### config.mk
export PLATFORM = sky130hd
export DESIGN_NAME = chm_free_stack
export DESIGN_NICKNAME = d
export VERILOG_FILES = /design/src/sv/chm_pkg.sv /design/src/sv/chm_ram.sv /design/src/sv/chm_free_stack.sv
export SDC_FILE = /design/constraint.sdc
export NUM_CORES = 1
export LEC_CHECK = 0
export BUFFER_PORTS_ARGS = -buffer_cell sky130_fd_sc_hd__buf_2
export CAP_MARGIN = 10
export CORE_MARGIN = 2
export CORE_UTILIZATION = 45
export CTS_BUF_LIST = sky130_fd_sc_hd__clkbuf_8
export CTS_CLUSTER_DIAMETER = 30
export DETAILED_ROUTE_END_ITERATION = 16
export PLACE_DENSITY = 0.57
export SETUP_SLACK_MARGIN = 0.02
export SYNTH_ARGS = -nofsm -noshare
export SYNTH_HDL_FRONTEND = slang
export SYNTH_SLANG_ARGS = --single-unit
### constraint.sdc
create_clock -name clk -period 7.5 [get_ports clk]
set_clock_uncertainty 0.2 [all_clocks]
set_input_delay 1.5 -clock clk [delete_from_list [all_inputs] [get_ports clk]]
set_output_delay 1.5 -clock clk [all_outputs]
set_load 0.01 [all_outputs]
### src/sv/chm_pkg.sv
`timescale 1ns / 1ps
// Shared constants, types and helper functions of the chained hash map.
// Used by chm_free_stack and chained_hash_map_top; depends on nothing.
package chm_pkg;

  localparam int BUCKETS = 16;
  localparam int ENTRIES = 64;
  localparam int DATA_W = 32;
  localparam int BKT_W = $clog2(BUCKETS);
  localparam int IDX_W = $clog2(ENTRIES);
  localparam int PTR_W = IDX_W + 1;
  localparam int NODE_W = 2 * DATA_W + PTR_W;

  localparam logic [PTR_W-1:0] NIL = PTR_W'(ENTRIES);
  localparam logic [DATA_W-1:0] MISS_VALUE = '1;

  localparam logic [1:0] OP_INSERT = 2'd0;
  localparam logic [1:0] OP_LOOKUP = 2'd1;
  localparam logic [1:0] OP_REMOVE = 2'd2;

  typedef struct packed {
    logic             pop;
    logic [IDX_W-1:0] pop_addr;
    logic             push;
    logic [IDX_W-1:0] push_addr;
    logic [IDX_W-1:0] push_node;
  } fs_req_t;

  function automatic logic [BKT_W-1:0] bucket_of(input logic [DATA_W-1:0] key_bits);
    logic [DATA_W-1:0] mag;
    mag = key_bits[DATA_W-1] ? (DATA_W'(0) - key_bits) : key_bits;
    return BKT_W'(mag % BUCKETS);
  endfunction

endpackage

### src/sv/chm_ram.sv
`timescale 1ns / 1ps
// Generic simple dual-port RAM with one write port and a registered read port.
// Depends on nothing.
module chm_ram #(
  parameter int WIDTH = 8,
  parameter int DEPTH = 16
) (
  input  logic                     clk,
  input  logic                     we,
  input  logic [$clog2(DEPTH)-1:0] waddr,
  input  logic [WIDTH-1:0]         wdata,
  input  logic                     re,
  input  logic [$clog2(DEPTH)-1:0] raddr,
  output logic [WIDTH-1:0]         rdata
);

  logic [WIDTH-1:0] mem [DEPTH];

  always_ff @(posedge clk) begin
    if (we) begin
      mem[waddr] <= wdata;
    end
    if (re) begin
      rdata <= mem[raddr];
    end
  end

endmodule

### src/sv/chm_free_stack.sv
`timescale 1ns / 1ps
// Free node stack: a RAM plus one valid bit per slot, an unwritten slot reads as its index.
// Depends on chm_pkg and chm_ram.
module chm_free_stack (
  input  logic                    clk,
  input  logic                    rst,
  input  chm_pkg::fs_req_t        req,
  output logic [chm_pkg::IDX_W-1:0] fresh
);

  logic [chm_pkg::ENTRIES-1:0] valid;
  logic                        rd_valid;
  logic [chm_pkg::IDX_W-1:0]   rd_addr;
  logic [chm_pkg::IDX_W-1:0]   rd_data;

  chm_ram #(.WIDTH(chm_pkg::IDX_W), .DEPTH(chm_pkg::ENTRIES)) u_ram (
    .clk   (clk),
    .we    (req.push),
    .waddr (req.push_addr),
    .wdata (req.push_node),
    .re    (req.pop),
    .raddr (req.pop_addr),
    .rdata (rd_data)
  );

  always_ff @(posedge clk) begin
    if (rst) begin
      valid <= '0;
      rd_valid <= 1'b0;
      rd_addr <= '0;
    end else begin
      if (req.push) begin
        valid[req.push_addr] <= 1'b1;
      end
      if (req.pop) begin
        rd_valid <= valid[req.pop_addr];
        rd_addr <= req.pop_addr;
      end
    end
  end

  assign fresh = rd_valid ? rd_data : rd_addr;

endmodule

==> parameters.txt <==
Parameter                              Value

Power
  Relative contribution of sequential cells to total power    48.0%
  P_leak    6.73 nW
  Int Power    4.59 mW
  P per Cell Area    285 mW/mm2
  Switching Power    1.27 mW
  Worst supply voltage drop on vdd    0.163 mV
  Combinational share of power    4.4%
  Relative contribution of the clock network to total power    47.6%
  Switching Share    21.6%

Placed design
  Input/output buffers    27
  Inst Count DP    1,428
  Final Wtd Congestion    0.793
  Half-perimeter wire length after placement    25,400 um

Clock network
  Reg clk slew, reported paths    60 ps
  Insertion delay to the later sink of the worst-skew pair    640 ps
  Number of buffers inserted by post-CTS setup repair    0
  H-tree depth reported by CTS    3
  TritonCTS clock tree    built
  Cts bufs inserted    93
  Count of cells resized by post-cts repair    0
  Number of sinks handled by clock tree synthesis    461
  Number of hold buffers added after cts    0
  Cell at the root of the clock tree    sky130_fd_sc_hd__clkbuf_8
  Maximum count of clock buffers along a single path    3

Setup path
  Crit end category    register
  Most prevalent standard cell on the critical path    sky130_fd_sc_hd__mux4_2
  Chain of cells forming the critical path    buf_6 > buf_4 > mux4_2 > mux4_2 > mux2_2 > nand2_1 > o21ai_1
  Critical path class    primary input to register
  Worst Path Required    7660 ps
  Worst Setup Start Kind    primary input
  Crit path largest cell delay    630 ps
  Slowest stage cell on the critical path    sky130_fd_sc_hd__mux4_2
  Data arrival, critical path    4250 ps
  CP Max Fanout    53
  Cell class contributing the biggest share of worst-path delay    multiplexers
  Count of buffer and inverter cells on the critical path    2

STA
  Slew at the pin with the worst max-slew slack    1220 ps
  Final hold violation count    0
  Final setup TNS    0 ps
  Headroom to the max-slew limit    18.9%
  Pins Over Slew Limit    0
  Unrepaired setup endpoints after global routing    false
  Crit path time final    4090 ps
  Period utilization    54.5%
  Fmax    245 MHz
  Number of failing setup endpoints in the final timing report    0
  WHS    264 ps

Synthesis
  Cell area after synthesis    0.0178 mm2
  Most common flop cell mapped by yosys    sky130_fd_sc_hd__edfxtp_1
  Largest area contributor in the synthesized netlist    sky130_fd_sc_hd__edfxtp_1
  Sequential fraction of the synthesis area    73.8%
  Warnings, synthesis    0
  Most frequent cells after synthesis    sky130_fd_sc_hd__edfxtp_1, sky130_fd_sc_hd__nor2_1, sky130_fd_sc_hd__mux4_2
  Synthesized net count    943
  Share of the synthesized area in the top cell type    65.8%
  Number of flip-flops and latches in the synthesized netlist    461
  Most common cell in the netlist    sky130_fd_sc_hd__edfxtp_1
  Number of distinct library cell variants in the gate-level netlist after synthesis    30
  Cells after Synth    921
  Largest cells by area after synthesis    sky130_fd_sc_hd__edfxtp_1, sky130_fd_sc_hd__mux4_2, sky130_fd_sc_hd__dfxtp_1, sky130_fd_sc_hd__nor2_1, sky130_fd_sc_hd__mux2_2
  Avg Synthesized Cell Area    19.3 um2
  EDFF count, synth    390
  Async SR Flop Fraction    0%

Drt
  Remaining number of nets flagged by the antenna check after routing    0
  Average wire length per cell after detail routing    26.7 um
  Total detailed-routing wirelength    42,700 um
  Vias after detailed routing    9,060
  First-pass iteration count of the detailed router    5
  First DRT Iteration DRCs    887
  DRC violations left    0
  Avg Vias per Cell    5.65

Cells and area
  Layout-stage area growth over the synthesis result    15.4%
  Final-layout fill cell count    3,087
  Layout Nets    1,027
  Share of post-route cells with drive strength above 1    30.6%
  Footprint of the multi-input gates    0.00442 mm2
  Antenna diode count    0
  Number of non-filler instances in the completed layout    1,603
  Fin util    52.9%
  Area used by sequential logic in the layout    0.0131 mm2

Floorplanning
  Number of primary I/O pins    28
  Core Area    0.0388 mm2
  Horizontal die dimension    203 um
  Standard-cell rows    72
  Initial core utilization    45.8%
  Die ar.    0.0412 mm2
  Die Height    203 um

Status
  Status    finished clean

Worst hold path
  Path type of the worst min-delay path    register to register

Global routing
  Via count of the first global-routing pass    9,335
  Total congestion overflow after global routing    0
  Aggregate global-route resource usage    21.5%
  Global-route wire length before repair    63,300 um
  Maximum number of pins on one net before global-route repair    65
  Initial antenna violation count    0

Run
  Maximum capacitance violations    0
path summary, 6_finish.rpt:
kind,from,slack (ps),cells after the start,endpoint
setup / recovery,req[13],3410,7,u_ram.rdata[5]
hold / removal,valid[53],260,1,valid[53]
setup reg to reg,u_ram.mem[28][4],5120,3,u_ram.rdata[4]
hold reg to reg,valid[53],260,1,valid[53]
stage by stage:
stage | setup WS [ps] | power [mW] | area [um2]
after floorplan | 3610 | 3.02 | 17800
after global placement | 2710 | 3.13 | 18500
after detailed placement | 2700 | 3.13 | 18500
after CTS | 3380 | 5.91 | 20500
after global routing | 3220 | 6.05 | 20500
final | 3410 | 5.86 | 20500
logic make-up (layout without fill, tap and decap cells):
group	count (synthesis)	count (layout)	synth area share [%]
AO/OA/AOI/OAI	28	28	1.15
flip-flops	461	461	73.8
buffers and inverters	54	218	1.38
multiplexers	158	158	18.5
AND/OR/NAND/NOR	220	220	5.14
area by class of cell:
| type | count | share of cell area [%] |
|---|---|---|
| clock buffers | 103 | 6.90 |
| flip-flops and latches | 461 | 63.9 |
| clock inverters | 72 | 3.19 |
| well taps | 518 | 3.15 |
| repair buffers | 40 | 1.24 |
| inverters | 3 | 0.0548 |
| multi-input cells | 406 | 21.5 |
flip-flops by register name, indices dropped and copies added (netlist names):
register	count
rd_addr	6
rd_valid	1
u_ram.mem	384
u_ram.rdata	6
valid	64
cell usage in the layout (no fill, tap or decap):
cell,n
sky130_fd_sc_hd__nor3_2,1
sky130_fd_sc_hd__nand3_1,10
sky130_fd_sc_hd__o41ai_1,1
sky130_fd_sc_hd__and2_1,1
sky130_fd_sc_hd__clkinv_4,4
sky130_fd_sc_hd__a211oi_1,2
sky130_fd_sc_hd__nand2b_1,6
sky130_fd_sc_hd__buf_4,11
sky130_fd_sc_hd__o21ai_1,2
sky130_fd_sc_hd__a41oi_1,2
sky130_fd_sc_hd__nand2_1,12
sky130_fd_sc_hd__inv_6,1
sky130_fd_sc_hd__nor2b_1,7
sky130_fd_sc_hd__o31ai_1,1
sky130_fd_sc_hd__clkinvlp_4,7
sky130_fd_sc_hd__clkinv_2,14
sky130_fd_sc_hd__buf_2,26
sky130_fd_sc_hd__mux4_2,136
sky130_fd_sc_hd__edfxtp_1,390
sky130_fd_sc_hd__buf_6,2
sky130_fd_sc_hd__nand3b_1,5
sky130_fd_sc_hd__nor2_1,167
sky130_fd_sc_hd__nor4_1,3
sky130_fd_sc_hd__bufinv_16,12
sky130_fd_sc_hd__or3_1,1
sky130_fd_sc_hd__mux2i_1,8
sky130_fd_sc_hd__o21a_1,16
sky130_fd_sc_hd__buf_12,1
sky130_fd_sc_hd__dfxtp_1,71
sky130_fd_sc_hd__clkbuf_8,103
sky130_fd_sc_hd__o22ai_1,4
sky130_fd_sc_hd__mux2_2,14
sky130_fd_sc_hd__nor3_1,5
sky130_fd_sc_hd__nand4_1,2
sky130_fd_sc_hd__clkinv_1,11
sky130_fd_sc_hd__inv_1,26
power by group through the flow:
stage	clock, mW	combinational [mW]	sequential (mW)
2_1_floorplan	0	0.159	2.86
3_3_place_gp	0	0.262	2.86
3_5_place_dp	0	0.265	2.86
4_1_cts	2.83	0.265	2.81
5_1_grt	2.96	0.279	2.81
6_report	2.79	0.260	2.81
layer usage:
| layer | part of all wire [%] | track usage (%) |
|---|---|---|
| met3 | 6.2 | 4.82 |
| met4 | 1.8 | 5.84 |
| met2 | 47 | 32.6 |
| met5 | 0 | 0 |
| met1 | 45 | 31.8 |
Note: power is estimated with default switching activity, not from simulation.
