### config.mk
export PLATFORM = sky130hd
export DESIGN_NAME = chm_ram
export DESIGN_NICKNAME = d
export VERILOG_FILES = /design/src/sv/chm_ram.sv
export SDC_FILE = /design/constraint.sdc
export NUM_CORES = 1
export LEC_CHECK = 0
export ABC_AREA = 1
export ABC_CLOCK_PERIOD_IN_PS = 1350
export BUFFER_PORTS_ARGS = -buffer_cell sky130_fd_sc_hd__buf_4
export CAP_MARGIN = 10
export CORE_ASPECT_RATIO = 1.75
export CORE_UTILIZATION = 54
export DETAILED_ROUTE_END_ITERATION = 10
export PLACE_DENSITY_LB_ADDON = 0.15
export SKIP_CTS_REPAIR_TIMING = 1
export SLEW_MARGIN = 20
export SYNTH_ARGS = -nofsm -noshare
export SYNTH_HDL_FRONTEND = slang
export SYNTH_SLANG_ARGS = --single-unit
export TNS_END_PERCENT = 1
### constraint.sdc
create_clock -name clk -period 1.35 [get_ports clk]
set_input_delay 0.27 -clock clk [delete_from_list [all_inputs] [get_ports clk]]
set_output_delay 0.27 -clock clk [all_outputs]
set_load 0.1 [all_outputs]
### src/sv/chm_ram.sv
`timescale 1ns / 1ps
// Generic simple dual-port RAM with one write port and a registered read port.
// Depends on nothing.
module chm_ram #(
  parameter int WIDTH = 8,
  parameter int DEPTH = 16
) (
  input  logic                     clk,
  input  logic                     we,
  input  logic [$clog2(DEPTH)-1:0] waddr,
  input  logic [WIDTH-1:0]         wdata,
  input  logic                     re,
  input  logic [$clog2(DEPTH)-1:0] raddr,
  output logic [WIDTH-1:0]         rdata
);

  logic [WIDTH-1:0] mem [DEPTH];

  always_ff @(posedge clk) begin
    if (we) begin
      mem[waddr] <= wdata;
    end
    if (re) begin
      rdata <= mem[raddr];
    end
  end

endmodule

==> qor.yml, run 1 <==
clocking:
  cts-buffers-inserted: 17
  clockBufferDepth: 2
  h-tree-depth: 4
  tritoncts: "built"
  clkSinkCount: 136
  clock_latency_ns: 0.41
  clk_transition_reported_paths_ns: 0.06
  clockRootBuffer: "clkbuf_16"
floorplan:
  initial_utilization_pct: 56.10
  die_w_um: 80.66
  dieArea_um2: 11260
  io_pins: 27
  die-height_um: 139.7
  coreArea_um2: 10420
  num_rows: 49
synthesis:
  synth-seq-cells: 136
  yosysSeqAreaShare_pct: 69.85
  synth_cell_types: 11
  syn_area_um2: 5847
  yosysWarnings: 0
  synthCells: 551
  synthesis.nets: 570
  avgSynthCellArea_um2: 10.61
detailed_routing:
  vias: 3858
  ant_nets: 0
  totalWireLength_um: 12480
  routedWlPerCell_um: 16.89
  firstDrtPassIters: 5
  drc_errors: 0
  drtIter0Drc: 246
  drt-vias-per-instance: 5.221
setup_path:
  crit_path_max_fanout: 1
  cp-start-kind: "flip-flop"
  worstReg2RegStart: "mem[1][7]$_DFFE_PP_"
  timing.critical_path.slowest_stage_cell: "edfxtp_1"
  worstSetupPathType: "reg -> out"
  timing.rr.end: "rdata[7]$_DFFE_PP_"
  worstSetupEndpointType: "output pin"
  cp.buffers_inverters: 1
  cp_top_family: "flip-flops"
  cp_slowest_stage_delay_ns: 0.44
  ff2ff_path_depth: 6
  critPathArrivalTime_ns: 1.07
  crit_chain: "buf_6"
  reg2reg_slack_ns: 0.23
  crit_required_ns: 1.08
sta:
  fin_hold_ws_ns: 0.1589
  fin_crit_ns: 1.336
  finalMaxSlewViolations: 0
  max_clock_freq_ghz: 0.7487
  rsz0062_at_grt: "yes"
  slew_headroom_pct: 61.35
  finClkSkew_ns: 0.005371
  finalCritPeriodShare_pct: 98.93
  setup_viol: 0
  hold_violations: 0
  setup_ws_ns: 0.01443
  tightest_slew_ns: 0.5789
power_and_ir_drop:
  switching_share_pct: 22.33
  ir_worst_vdd_uv: 1079
  p_sw_uw: 2148
  p_comb_share_pct: 7.8
  p_per_area_nw_per_um2: 1409
  clkPwrFrac_pct: 42.4
  pwr-share-seq_pct: 49.8
  p_int_uw: 7472
  p_leak_uw: 0.002971
layout:
  final_cell_mix: "173 x nand2_1, 136 x edfxtp_1, 100 x inv_1, 97 x nand3_1, 47 x buf_4"
  final_nets: 619
  fin_area_um2: 6828
  fin_util_pct: 65.51
  final_cells: 739
  syn_to_final_growth_pct: 16.78
  nFillCells: 824
  drive_above_1_share_pct: 13.24
  final_common_cell: "nand2_1"
  antennaDiodeCount: 0
global_routing:
  grt_pass1_vias: 3941
  overflow: 0
  grt_pass1_wl_um: 19830
  track_usage_pct: 24.64
  grt_max_degree: 41
  antenna_found_initial: 0
hold_path:
  hold_depth: 1
  hp-class: "in -> reg"
  hold_end: "rdata[7]$_DFFE_PP_"
  hold_start: "re"
run:
  drv_cap: 0
placed_design:
  place_hpwl_um: 8125
  port_buffers: 26
  pre_cts_slack_ns: -0.07928
  post-place-cells: 708
  dpl-instance-area_um2: 6295
  place.gp.congestion: 0.8395
status:
  run_status: "completed"
==> synthesized netlist by cell type (all sizes together) <==
cell | number | share of area, %
nor2 | 17 | 1.1
nand3b | 2 | 0.26
inv | 102 | 6.5
nand3 | 97 | 8.3
buf | 24 | 2.8
edfxtp | 136 | 70
nand2 | 173 | 11
==> through the flow <==
step,TNS (ns),power [µW]
4_1_cts,-0.09334,9677
6_report,0,9619
3_5_place_dp,-0.3931,5616
2_1_floorplan,0,5348
3_3_place_gp,-0.2289,5602
5_1_grt,-0.005688,9885
==> power by group through the flow <==
stage	combinational [µW]	sequential (µW)	clock, µW
floorplan	333	5010	0
global placement	732	4870	0
detailed placement	743	4870	0
CTS	749	4790	4140
global route	818	4790	4270
finish	751	4790	4080
==> metal layers <==
layer / GRT usage [%] / wire, µm / up-vias
li1: - / - / 1878
met1: 28.73 / 4838 / 1843
met2: 42.24 / 6801 / 113
met3: 4.918 / 499 / 24
met4: 12.12 / 340 / 0
met5: 0 / 0 / -
==> final cells by class <==
class                           count  area [µm²]  area share, %
Timing Repair Buffer               54       466.7          6.835
Multi-Input combinational cell    289        1214          17.78
Clock inverter                     10       81.33          1.191
Tap cell                          127       158.9          2.327
Sequential cell                   136        4084          59.81
Clock buffer                       21       440.4          6.450
Inverter                          102       382.9          5.607
==> worst max path at each step <==
stage                                   from                   end  slack, ns  cells after the start
after detailed placement            raddr[1]    rdata[7]$_DFFE_PP_      -0.08                      6
after floorplan                     waddr[2]  mem[10][0]$_DFFE_PP_       0.13                      2
final                     rdata[1]$_DFFE_PP_              rdata[1]       0.01                      1
after global routing      rdata[1]$_DFFE_PP_              rdata[1]     -0.006                      1
after CTS                 rdata[0]$_DFFE_PP_              rdata[0]      -0.05                      1
after global placement              raddr[0]    rdata[6]$_DFFE_PP_      -0.06                      8
==> logic make-up after synthesis <==
family	share of synthesized area, %
simple gates	20.76
flops	69.85
buf+inv	9.394
==> sequential cells by signal (all words and copies together) (netlist names) <==
| name | cells |
|---|---|
| mem | 128 |
| rdata | 8 |
Note: power is estimated with default switching activity, not from simulation.
==> run 2, diff against run 1 <==
Settings changed: ABC_CLOCK_PERIOD_IN_PS 1350 to 1100.
Clock period 1.35 ns to 1.1 ns, I/O delays scaled along.
==> qor.yml, run 2 (same netlist as run 1, synthesis figures left out) <==
setup_path:
  cp-start-kind: "flip-flop"
  cp_slowest_stage_delay_ns: 0.42
  cp_top_family: "flip-flops"
  critPathArrivalTime_ns: 1.05
  worstSetupEndpointType: "output pin"
  crit_chain: "buf_6"
  crit_required_ns: 0.88
  cp.buffers_inverters: 1
  timing.critical_path.slowest_stage_cell: "edfxtp_1"
  reg2reg_slack_ns: 0.01
  crit_path_max_fanout: 1
  worstSetupPathType: "reg -> out"
global_routing:
  grt_max_degree: 41
  grt_pass1_vias: 4048
  grt_pass1_wl_um: 20580
  overflow: 0
  antenna_found_initial: 0
  track_usage_pct: 25.58
sta:
  fin_crit_ns: 1.270
  finClkSkew_ns: 0.006657
  rsz0062_at_grt: "yes"
  setup_ws_ns: -0.1697
  hold_violations: 0
  max_clock_freq_ghz: 0.7876
  tightest_slew_ns: 0.4684
  finalCritPeriodShare_pct: 115.4
  final.setup.tns_ns: -1.047
  setup_viol: 8
  slew_headroom_pct: 68.74
  finalMaxSlewViolations: 0
  fin_hold_ws_ns: 0.1079
layout:
  largest_reg_flops: 128
  regMostFlops: "mem"
  multi_input_comb_area_um2: 1341
  ff_latch_area_um2: 4084
  drive_above_1_share_pct: 19.00
  nFillCells: 778
  final_cells: 748
  antennaDiodeCount: 0
  syn_to_final_growth_pct: 21.83
  final_cell_mix: "172 x nand2_1, 136 x edfxtp_1, 100 x inv_1, 72 x nand3_1, 50 x buf_4"
  reg.largest.list: "mem x128, rdata x8"
  final_common_cell: "nand2_1"
  final_nets: 627
clocking:
  clk_transition_reported_paths_ns: 0.06
  h-tree-depth: 4
  clock_latency_ns: 0.42
  tritoncts: "built"
  clkSinkCount: 136
  clockBufferDepth: 2
  clockRootBuffer: "clkbuf_16"
  cts-buffers-inserted: 17
detailed_routing:
  drtIter0Drc: 231
  firstDrtPassIters: 7
  vias: 3917
  drc_errors: 0
  routedWlPerCell_um: 17.18
  ant_nets: 0
  drt-vias-per-instance: 5.237
  totalWireLength_um: 12850
placed_design:
  post-place-cells: 716
  place_hpwl_um: 8470
  port_buffers: 26
  place.gp.congestion: 0.8639
status:
  run_status: "finished, violations left"
  violations: "setup timing"
floorplan:
  io_pins: 27
  die-height_um: 139.7
  coreArea_um2: 10420
  die_w_um: 80.66
  initial_utilization_pct: 56.10
  dieArea_um2: 11260
  num_rows: 49
power_and_ir_drop:
  ir_worst_vdd_uv: 1670
  p_leak_uw: 0.003106
  p_per_area_nw_per_um2: 1787
  power_uw: 12730
run:
  drv_cap: 0
hold_path:
  hp-class: "in -> reg"
-- run 2: area by class of cell --
| cell class | instances | area share [%] |
|---|---|---|
| tap | 127 | 2.231 |
| sequential | 136 | 57.33 |
| timing repair buffer | 62 | 7.659 |
| multi-input combinational | 289 | 18.83 |
| inverter | 102 | 5.375 |
| clock inverter | 13 | 2.494 |
| clock buffer | 19 | 6.078 |
-- run 2: path summary, 6_finish.rpt --
path                                      endpoint                  from  cells past startpoint
worst max-delay path                      rdata[1]    rdata[1]$_DFFE_PP_                      1
worst max register to register  rdata[0]$_DFFE_PP_   mem[1][0]$_DFFE_PP_                      6
worst min-delay path            rdata[7]$_DFFE_PP_                    re                      1
worst min register to register  rdata[4]$_DFFE_PP_  mem[14][4]$_DFFE_PP_                      6
-- run 2: power by group --
group / internal, µW / switching, µW
Clock: 3770 / 2080
Sequential: 5840 / 36.3
Combinational: 312 / 688
-- run 2: metal layers --
metal	GRT usage (%)	routed length (µm)
met1	28.79	4740
met2	44.65	7129
met3	6.623	543
met4	10.90	438
met5	0	0
-- run 2: metrics by stage --
stage	setup slack, ns	cell area [µm²]	util [%]
after detailed placement	-0.2752	6355	60.97
after floorplan	-0.07084	5847	-
after CTS	-0.2323	6965	66.83
final	-0.1697	7123	68.34
after global placement	-0.2450	6355	60.97
after global routing	-0.1976	7123	68.34
-- run 2: worst register-to-register path, cell delays in order (launching register included) --
cell and delay [ns]:
edfxtp_1 0.37, inv_1 0.06, nand2_1 0.07, nand3_2 0.10, nand3_2 0.08, nand3_2 0.10, nand2_1 0.07
==> run 3, diff against run 2 <==
--- a/config.mk
+++ b/config.mk
@@ -8,5 +8,5 @@
 export ABC_AREA = 1
 export ABC_CLOCK_PERIOD_IN_PS = 1100
-export BUFFER_PORTS_ARGS = -buffer_cell sky130_fd_sc_hd__buf_4
+export BUFFER_PORTS_ARGS = -buffer_cell sky130_fd_sc_hd__buf_2
 export CAP_MARGIN = 10
 export CORE_ASPECT_RATIO = 1.75
==> constraint.sdc (replaced) <==
create_clock -name clk -period 1.1 [get_ports clk]
set_input_delay 0.055 -clock clk [delete_from_list [all_inputs] [get_ports clk]]
set_output_delay 0.055 -clock clk [all_outputs]
set_load 0.1 [all_outputs]
==> qor.yml, run 3 (same netlist as run 1, synthesis figures left out) <==
hold_path:
  hold_depth: 1
  hold_start: "re"
  hold_end: "rdata[3]$_DFFE_PP_"
  hp-class: "in -> reg"
layout:
  final_cell_mix: "173 x nand2_1, 136 x edfxtp_1, 100 x inv_1, 85 x nand3_1, 28 x buf_4"
  fin_util_pct: 67.49
  fin_area_um2: 7034
  largest_reg_flops: 128
  ff_latch_area_um2: 4084
  multi_input_comb_area_um2: 1274
  nFillCells: 769
  regMostFlops: "mem"
  reg.largest.list: "mem x128, rdata x8"
  final_cells: 744
  final_nets: 623
  drive_above_1_share_pct: 16.53
  antennaDiodeCount: 0
  syn_to_final_growth_pct: 20.31
  final_common_cell: "nand2_1"
sta:
  fin_crit_ns: 1.134
  setup_viol: 4
  finalCritPeriodShare_pct: 103.1
  tightest_slew_ns: 0.6019
  rsz0062_at_grt: "yes"
  finalMaxSlewViolations: 0
  hold_violations: 0
  final.setup.tns_ns: -0.06481
  fin_hold_ws_ns: 0.01676
  slew_headroom_pct: 59.82
  max_clock_freq_ghz: 0.8820
  setup_ws_ns: -0.03374
  finClkSkew_ns: 0.007017
floorplan:
  initial_utilization_pct: 56.10
  die_w_um: 80.66
  dieArea_um2: 11260
  io_pins: 27
  die-height_um: 139.7
  coreArea_um2: 10420
  num_rows: 49
placed_design:
  place.gp.congestion: 0.8343
  dpl-instance-area_um2: 6350
  post-place-cells: 712
  port_buffers: 26
  place_hpwl_um: 8250
power_and_ir_drop:
  p_leak_uw: 0.003073
  ir_worst_vdd_uv: 1357
  p_per_area_nw_per_um2: 1798
global_routing:
  grt_max_degree: 33
  overflow: 0
  grt_pass1_wl_um: 19230
  grt_pass1_vias: 3782
  track_usage_pct: 24.28
  antenna_found_initial: 0
clocking:
  clock_latency_ns: 0.41
  clk_transition_reported_paths_ns: 0.05
  clkSinkCount: 136
  cts-buffers-inserted: 17
  clockRootBuffer: "clkbuf_16"
  clockBufferDepth: 2
  tritoncts: "built"
  h-tree-depth: 4
detailed_routing:
  firstDrtPassIters: 5
  drc_errors: 0
  ant_nets: 0
  totalWireLength_um: 12240
  drt-vias-per-instance: 5.231
  drtIter0Drc: 212
  routedWlPerCell_um: 16.44
  vias: 3892
setup_path:
  crit_required_ns: 1.04
  cp_slowest_stage_delay_ns: 0.46
  cp_top_family: "flip-flops"
  worstReg2RegStart: "mem[9][6]$_DFFE_PP_"
  critPathArrivalTime_ns: 1.08
  reg2reg_slack_ns: 0.04
  ff2ff_path_depth: 6
  cp-start-kind: "flip-flop"
  cp.buffers_inverters: 1
  timing.rr.end: "rdata[6]$_DFFE_PP_"
  worstSetupEndpointType: "output pin"
  timing.critical_path.slowest_stage_cell: "edfxtp_1"
  crit_path_max_fanout: 1
  crit_chain: "buf_12"
  worstSetupPathType: "reg -> out"
status:
  violations: "setup timing"
  run_status: "finished, violations left"
run:
  drv_cap: 0
==> run 3: layout make-up <==
cell class,instances,share of cell area (%)
inverters,102,5.443
flip-flops and latches,136,58.06
multi-input cells,289,18.11
repair buffers,58,7.435
clock inverters,13,2.544
well taps,127,2.259
clock buffers,19,6.154
==> run 3: routing by layer <==
metal | share of wire (%) | up-vias | GRT usage [%]
met1 | 39 | 1834 | 28.40
met4 | 2.4 | 0 | 12.22
li1 | - | 1891 | -
met2 | 54 | 139 | 40.37
met3 | 5.1 | 28 | 6.426
met5 | 0 | - | 0
==> run 3: power by group <==
part	leakage (µW)	internal (µW)	switching (µW)
Combinational	0.00154	312	663
Clock	0.000300	3770	2010
Sequential	0.00124	5840	47.7
Total	0.00307	9930	2720
==> run 3: metrics by stage <==
| stage | worst slack, ns | total power (µW) |
|---|---|---|
| 6_report | -0.03374 | 12650 |
| 2_1_floorplan | 0.09416 | 6564 |
| 3_5_place_dp | -0.1210 | 6940 |
| 5_1_grt | -0.06309 | 13030 |
| 4_1_cts | -0.1575 | 12700 |
| 3_3_place_gp | -0.09822 | 6923 |
==> run 3: worst max-delay path by stage <==
stage / cells past startpoint / slack [ns] / endpoint / start
global placement: 7 / -0.1 / rdata[6]$_DFFE_PP_ / raddr[0]
CTS: 1 / -0.16 / rdata[4] / rdata[4]$_DFFE_PP_
floorplan: 2 / 0.09 / mem[4][0]$_DFFE_PP_ / waddr[3]
finish: 1 / -0.03 / rdata[0] / rdata[0]$_DFFE_PP_
global route: 1 / -0.06 / rdata[0] / rdata[0]$_DFFE_PP_
detailed placement: 7 / -0.12 / rdata[0]$_DFFE_PP_ / raddr[0]
